`config.mk`:
```
export PLATFORM = sky130hd
export DESIGN_NAME = tbt_ctrl
export DESIGN_NICKNAME = d
export VERILOG_FILES = /design/src/hw/rtl/tbt_pkg.sv /design/src/hw/rtl/tbt_ctrl.sv
export SDC_FILE = /design/constraint.sdc
export NUM_CORES = 1
export LEC_CHECK = 0
export BUFFER_PORTS_ARGS = -buffer_cell sky130_fd_sc_hd__buf_2
export CAP_MARGIN = 10
export CORE_AREA = 2 2 39 41
export DETAILED_ROUTE_END_ITERATION = 10
export DIE_AREA = 0 0 41 43
export PLACE_DENSITY_LB_ADDON = 0.08
export SYNTH_ARGS = -nofsm -noshare
export SYNTH_HDL_FRONTEND = slang
export SYNTH_SLANG_ARGS = --single-unit
```
`constraint.sdc`:
```
create_clock -name clk_i -period 2.3 [get_ports clk_i]
set_input_delay 0.345 -clock clk_i [delete_from_list [all_inputs] [get_ports clk_i]]
set_output_delay 0.345 -clock clk_i [all_outputs]
set_load 0.02 [all_outputs]
```
`src/hw/rtl/tbt_pkg.sv`:
```
// Shared types, constants and tables of the target bearing tracker.
`default_nettype none
package tbt_pkg;

  localparam int unsigned CORDIC_STEPS = 16;

  localparam logic [49:0] DIST_MAX    = {50{1'b1}};
  localparam int          HALF_PI_Q16 = 102944;
  localparam int          PI_Q13      = 25736;

  // Configuration register indexes
  localparam logic [7:0] REG_LIFETIME = 8'd0;
  localparam logic [7:0] REG_VEL_EPS  = 8'd1;
  localparam logic [7:0] REG_MIN_DIST = 8'd2;
  localparam logic [7:0] REG_DEADBAND = 8'd3;

  typedef enum logic [1:0] {
    MODE_PRI  = 2'd0,
    MODE_SEC  = 2'd1,
    MODE_VEL  = 2'd2,
    MODE_TICK = 2'd3
  } mode_e;

  typedef enum logic [3:0] {
    S_IDLE, S_SQ1, S_SQ2, S_DUPD, S_TICK, S_TCHK, S_TEVAL,
    S_AIM, S_CINIT, S_CSTEP, S_CFIN, S_EMIT
  } state_e;

  typedef enum logic [3:0] {
    OP_NONE, OP_LOAD, OP_SQ1, OP_SQ2, OP_DUPD, OP_TICK,
    OP_AIM, OP_CINIT, OP_CSTEP, OP_CFIN, OP_EMIT
  } dp_op_e;

  typedef struct packed {
    dp_op_e op;
  } dp_cmd_t;

  typedef struct packed {
    mode_e mode;
    logic  p_held;
    logic  held;
    logic  vel_valid;
    logic  below_thr;
    logic  zero_vec;
    logic  last_step;
    logic  db_fail;
    logic  out_free;
  } dp_status_t;

  // atan(2^-i) in Q16 radians
  function automatic logic [16:0] atan_q16(input logic [4:0] i);
    logic [16:0] r;
    case (i)
      5'd0:  r = 17'd51472;
      5'd1:  r = 17'd30386;
      5'd2:  r = 17'd16055;
      5'd3:  r = 17'd8150;
      5'd4:  r = 17'd4091;
      5'd5:  r = 17'd2047;
      5'd6:  r = 17'd1024;
      5'd7:  r = 17'd512;
      5'd8:  r = 17'd256;
      5'd9:  r = 17'd128;
      5'd10: r = 17'd64;
      5'd11: r = 17'd32;
      5'd12: r = 17'd16;
      5'd13: r = 17'd8;
      5'd14: r = 17'd4;
      5'd15: r = 17'd2;
      5'd16: r = 17'd1;
      default: r = 17'd0;
    endcase
    return r;
  endfunction

endpackage
`default_nettype wire

```
`src/hw/rtl/tbt_ctrl.sv`:
```
// Sequencing state machine of the target bearing tracker.
`default_nettype none
module tbt_ctrl (
  input  wire logic                clk_i,
  input  wire logic                rst_ni,
  input  wire logic                in_valid_i,
  input  wire logic [1:0]          in_mode_i,
  output logic                     in_ready_o,
  input  wire tbt_pkg::dp_status_t status_i,
  output tbt_pkg::dp_cmd_t         cmd_o
);
  import tbt_pkg::*;

  state_e state_q, state_d;

  // Hold state
  always_ff @(posedge clk_i or negedge rst_ni) begin
    if (!rst_ni) begin
      state_q <= S_IDLE;
    end else begin
      state_q <= state_d;
    end
  end

  // Next state and commands
  always_comb begin
    state_d    = state_q;
    cmd_o.op   = OP_NONE;
    in_ready_o = 1'b0;
    unique case (state_q)
      S_IDLE: begin
        in_ready_o = 1'b1;
        if (in_valid_i) begin
          cmd_o.op = OP_LOAD;
          case (mode_e'(in_mode_i))
            MODE_PRI:  state_d = S_SQ1;
            MODE_SEC:  state_d = status_i.p_held ? S_IDLE : S_SQ1;
            MODE_TICK: state_d = S_TICK;
            default:   state_d = S_IDLE;
          endcase
        end
      end
      S_SQ1: begin
        cmd_o.op = OP_SQ1;
        state_d  = S_SQ2;
      end
      S_SQ2: begin
        cmd_o.op = OP_SQ2;
        state_d  = (status_i.mode == MODE_TICK) ? S_TEVAL : S_DUPD;
      end
      S_DUPD: begin
        cmd_o.op = OP_DUPD;
        state_d  = S_IDLE;
      end
      S_TICK: begin
        cmd_o.op = OP_TICK;
        state_d  = S_TCHK;
      end
      S_TCHK: begin
        state_d = (!status_i.held && !status_i.vel_valid) ? S_IDLE : S_SQ1;
      end
      S_TEVAL: begin
        if (status_i.below_thr) begin
          state_d = S_IDLE;
        end else begin
          state_d = status_i.held ? S_AIM : S_CINIT;
        end
      end
      S_AIM: begin
        cmd_o.op = OP_AIM;
        state_d  = S_CINIT;
      end
      S_CINIT: begin
        if (status_i.zero_vec) begin
          state_d = S_IDLE;
        end else begin
          cmd_o.op = OP_CINIT;
          state_d  = S_CSTEP;
        end
      end
      S_CSTEP: begin
        cmd_o.op = OP_CSTEP;
        if (status_i.last_step) state_d = S_CFIN;
      end
      S_CFIN: begin
        cmd_o.op = OP_CFIN;
        state_d  = S_EMIT;
      end
      S_EMIT: begin
        if (status_i.db_fail) begin
          state_d = S_IDLE;
        end else if (status_i.out_free) begin
          cmd_o.op = OP_EMIT;
          state_d  = S_IDLE;
        end
      end
      default: state_d = S_IDLE;
    endcase
  end

endmodule
`default_nettype wire

```
==> results.toml, run 1 <==
[status]
status = "finished, final reports clean"

[cells_and_area]
seqCellArea_um2 = 100
finalNetCount = 103
multi_input_area_um2 = 334
layoutNonFillerInstCount = 102
reg_top3 = "state_q (4)"
area_growth_pct = 24.6
largest-register = "state_q"
design_area_um2 = 616
final_util_pct = 44.5
num_antenna_cells = 0
largest_reg_flops = 4
n_fill_cell = 155
drive_above_1_share_pct = 36.0

[route]
drt_iter0_drc = 10
detailroute.via_count = 529
ant_nets = 0
drt-pass1-iter-count = 4
wirelength_mm = 1.17
post_drt_wl_per_cell_um = 11.5
drc = 0
viasPerCell = 5.19

[sta]
rsz0062_at_grt = "no"
setup_viol = 0
hold_viol = 0
tns_ns = 0
fin_worst_hold_slack_ns = 0.423
fin_crit_ns = 1.96
worstMarginPinSlew_ns = 0.408
post-route-period-util_pct = 85.1
max_freq_mhz = 511
max_slew_margin_pct = 72.1
final_max_slew_viol_count = 0
finalClockSkew_ns = 0.00229

[clocking]
cts_tree = "built"
clk_latency_ns = 0.23
clk_pin_slew_ns = 0.03
cts_setup_buffers = 0
htree_levels = 1
cts_buffers = 3
clock_path_buffers = 2
cts_root_buf = "clkbuf_4"
clkSinkCount = 4

[synth]
yosysSeqAreaShare_pct = 20.3
ys_types = 34
synth_seq_cells = 4
yosysWarnings = 0
syn-cell-area_um2 = 494
syn_nets = 80
syn-instance-count = 65
syn_area_per_cell_um2 = 7.60

[setup_path]
crit_type = "reg -> out"
crit_arrival_ns = 1.61
r2r_cells = 5
reg2reg_slack_ns = 0.69
setup.worst_path.start_class = "flop"
path_max_fanout = 8
critPathRequiredTime_ns = 1.96
end_kind = "output pin"

[global_routing]
grt_pass1_wl_mm = 1.89
grt_max_degree = 12
grt_pass1_vias = 476
antenna_found_initial = 0
track_usage_pct = 15.3
overflow = 0

[place]
dp_cells = 98
port_buffers = 19
dp_hpwl_um = 944
dpl_cell_area_um2 = 583
gp_congestion = 0.774

[floorplan]
initial_utilization_pct = 35.7
num_rows = 14
coreArea_um2 = 1380
die_w_um = 41
boundaryPins = 20
die_y_um = 43
die_area_um2 = 1760

[power_and_ir_drop]
p_leak_nw = 0.282
ir_drop_mv = 0.668
cellPowerDensity_nw_per_um2 = 1210

[hold_path]
worstHoldPathCells = 3
min_path_type = "in -> reg"

[flow_run]
cap_viol_max_count = 0
==> stage by stage <==
step,setup WS (ns),power (mW)
finish,0.343,0.743
global route,0.227,0.814
CTS,0.347,0.750
detailed placement,0.601,0.659
global placement,0.616,0.667
floorplan,0.472,0.557
==> layer usage <==
layer	up-vias	GRT usage [%]	part of all wire, %
met5	-	0	0
met4	0	6.00	0
li1	284	-	-
met3	0	3.14	4.4
met2	10	22.8	44
met1	235	20.8	51
==> layout make-up <==
cell class	instances	share of cell area [%]
Sequential cell	4	16.3
Tap cell	16	3.25
Multi-Input combinational cell	52	54.3
Inverter	5	3.05
Clock buffer	3	3.66
Timing Repair Buffer	22	19.5
==> report_power, final <==
part / total, mW / internal [mW] / switching [mW]
Sequential: 0.154 / 0.0972 / 0.0569
Clock: 0.0830 / 0.0581 / 0.0249
Combinational: 0.506 / 0.217 / 0.289
==> worst max-delay path: stages, from the launching register on <==
cell	delay [ns]
dfrtp_1	0.44
or3_1	0.40
o311ai_1	0.10
o21ai_1	0.11
o22ai_1	0.15
buf_2	0.18
==> cells in the final DEF, fill, tap and decap left out, types with 2 or more instances in the layout <==
master,Yosys,routed
nand2_1,6,6
inv_1,5,5
o21ai_1,4,4
nor3_1,3,3
dfrtp_1,4,4
o21ai_0,4,4
nor4_1,2,2
nor2_1,5,5
clkbuf_4,0,3
a21oi_1,4,4
buf_4,1,2
buf_2,0,19
o22ai_1,2,2
==> cell families (layout without fill, tap and decap cells) <==
| family | after synthesis | in the layout | share of synthesized area (%) |
|---|---|---|---|
| flip-flops | 4 | 4 | 20.3 |
| XOR/XNOR | 1 | 1 | 1.77 |
| AO/OA/AOI/OAI | 24 | 24 | 32.4 |
| buffers and inverters | 9 | 30 | 12.2 |
| AND/OR/NAND/NOR | 27 | 27 | 33.4 |
==> Yosys cell counts (all sizes together) <==
library cell | count | area, µm²
o32ai | 1 | 8.76
and2 | 1 | 6.26
nor3 | 3 | 15.0
a21bo | 1 | 10.0
or4 | 1 | 7.51
a32oi | 1 | 8.76
o311ai | 1 | 8.76
a311oi | 1 | 8.76
o21ai | 8 | 40.0
inv | 5 | 18.8
nand2b | 2 | 15.0
nor2 | 6 | 25.0
or3b | 1 | 8.76
o21bai | 1 | 7.51
buf | 4 | 41.3
a221o | 1 | 11.3
xor2 | 1 | 8.76
a211oi | 1 | 7.51
a21oi | 4 | 20.0
o22ai | 2 | 12.5
nor4 | 3 | 33.8
or3 | 1 | 6.26
nand2 | 6 | 22.5
dfrtp | 4 | 100
a21boi | 1 | 7.51
or2b | 2 | 16.3
and2b | 1 | 8.76
a2111oi | 1 | 8.76
==> path summary, 6_finish.rpt <==
check	start	endpoint
hold / removal	in_mode_i[1]	state_q[2]
min in group asynchronous	rst_ni	state_q[3]
setup reg to reg	state_q[1]	state_q[0]
max in group asynchronous	rst_ni	state_q[2]
hold reg to reg	state_q[0]	state_q[1]
setup / recovery	state_q[1]	cmd_o[1]
==> timing repair <==
action / 4_1_cts / 5_1_grt
resized for setup: 0 / 0
hold buffers: 1 / 0
hold endpoints to repair: 4 / 0
Note: power is estimated with default switching activity, not from simulation.
==> run 2: changes to the inputs <==
Settings changed: PLACE_DENSITY set to 0.75, PLACE_DENSITY_LB_ADDON 0.08 to unset.
==> run 2 against run 1 <==
Wire length increased by 0.17%. First-iteration DRC count increased by 20%. Final area shrank 2.0%. Clock skew is 0.0069 ns higher. Combinational power shrank 10%. Setup slack got worse by 0.059 ns. Critical path type unchanged. Largest cell class unchanged.
==> results.toml, run 2 (synthesis results as in run 1) <==
[status]
status = "finished, final reports clean"

[clocking]
cts_buffers = 3
cts_setup_buffers = 0
clk_pin_slew_ns = 0.04
clk_latency_ns = 0.23
clock_path_buffers = 2
clkSinkCount = 4
cts_root_buf = "clkbuf_4"
cts_tree = "built"
htree_levels = 1

[setup_path]
critPathRequiredTime_ns = 1.96
cp-endpoint = "cmd_o[1]"
critPathSlowestCell = "dfrtp_2"
crit_type = "reg -> out"
reg2reg_slack_ns = 0.78
crit_arrival_ns = 1.67
r2r_cells = 4
cp_slowest_stage_delay_ns = 0.48
path_max_fanout = 13
worstPathCellList = "or3_1, o311ai_1, o21ai_1, o22ai_1, buf_2"
worstReg2RegStart = "state_q[0]"
cp-startpoint = "state_q[0]"
r2r_end = "state_q[3]"
setup.worst_path.start_class = "flop"
end_kind = "output pin"

[power_and_ir_drop]
cellPowerDensity_nw_per_um2 = 1200
ir_drop_mv = 0.639
p_leak_nw = 0.269

[route]
viasPerCell = 5.43
drt-pass1-iter-count = 4
post_drt_wl_per_cell_um = 11.7
drt_iter0_drc = 12
detailroute.via_count = 543
ant_nets = 0
drc = 0
wirelength_mm = 1.17

[place]
gp_congestion = 0.839
port_buffers = 19
dp_hpwl_um = 913
dpl_cell_area_um2 = 568

[global_routing]
grt_pass1_vias = 423
antenna_found_initial = 0
grt_max_degree = 15
track_usage_pct = 14.9
grt_pass1_wl_mm = 1.79
overflow = 0

[cells_and_area]
design_area_um2 = 603
largest-register = "state_q"
layout_commonest_cell = "buf_2"
final_cell_mix = "buf_2 (19), nand2_1 (6), nor2_1 (5), inv_1 (5)"
n_fill_cell = 145
largest_reg_flops = 4
drive_above_1_share_pct = 36.9
reg_top3 = "state_q (4)"
area_growth_pct = 22.0
finalNetCount = 101
num_antenna_cells = 0

[sta]
max_freq_mhz = 496
fin_crit_ns = 2.02
tns_ns = 0
max_slew_margin_pct = 70.4
post-route-period-util_pct = 87.7
final_max_slew_viol_count = 0
setup_viol = 0
worstMarginPinSlew_ns = 0.433
hold_viol = 0
finalClockSkew_ns = 0.00924
rsz0062_at_grt = "no"

[floorplan]
die_w_um = 41
boundaryPins = 20
num_rows = 14
die_y_um = 43
initial_utilization_pct = 35.7
die_area_um2 = 1760
coreArea_um2 = 1380

[hold_path]
min_path_type = "in -> reg"

[flow_run]
cap_viol_max_count = 0
[run 2: cell count changes in the layout (fill, tap and decap cells not counted), sizes merged]
cell	delta
buf	-2
[run 2: area by class of cell]
type | instances | area (µm²) | share of cell area, %
inverter | 5 | 18.8 | 3.11
clock buffer | 3 | 22.5 | 3.73
timing repair buffer | 20 | 105 | 17.4
sequential | 4 | 103 | 17.0
multi-input combinational | 52 | 334 | 55.4
tap | 16 | 20.0 | 3.32
[run 2: how the worst min path moves through the flow]
stage,slack (ns),startpoint,endpoint,depth (start not counted)
after global placement,0.15,rst_ni,state_q[3],1
after global routing,0.41,status_i[1],state_q[1],3
final,0.42,status_i[1],state_q[1],3
after detailed placement,0.16,rst_ni,state_q[2],1
after CTS,0.41,status_i[1],state_q[1],3
after floorplan,0.05,rst_ni,state_q[0],0
[run 2: repair_timing]
action | in CTS | in global routing
endpoints found under the setup margin | 0 | 1
hold endpoints to repair | 4 | 0
hold buffers | 1 | 0
resized for setup | 0 | 2
[run 2: metal layers]
layer / up-vias / routed length (µm) / share of wire, % / global-route usage, %
met2: 16 / 540 / 46 / 18.8
li1: 281 / - / - / -
met1: 246 / 566 / 48 / 22.8
met3: 0 / 67 / 5.7 / 6.28
met5: - / 0 / 0 / 0
met4: 0 / 0 / 0 / 4.00
[run 2: through the flow]
| step | hold WS [ns] | total power, mW | utilization [%] | instances | setup WS (ns) |
|---|---|---|---|---|---|
| global route | 0.410 | 0.795 | 43.6 | 100 | 0.136 |
| CTS | 0.405 | 0.731 | 43.4 | 100 | 0.205 |
| floorplan | 0.0494 | 0.557 | - | 65 | 0.472 |
| detailed placement | 0.156 | 0.638 | 41.0 | 96 | 0.465 |
| global placement | 0.153 | 0.635 | 41.0 | 96 | 0.509 |
| finish | 0.419 | 0.725 | 43.6 | 100 | 0.284 |
[run 2: worst max-delay path, delay by kind of cell (launching register included)]
kind | cells | cell delay (ns)
buffers and inverters | 1 | 0.19
DFF | 1 | 0.48
and+or+nand+nor | 1 | 0.42
AOI/OAI and AO/OA | 3 | 0.36
[run 2: power by group]
part | switching (mW) | internal (mW) | leakage, nW
clock network | 0.0265 | 0.0582 | 0.0138
logic | 0.253 | 0.200 | 0.205
registers | 0.0880 | 0.0997 | 0.0503
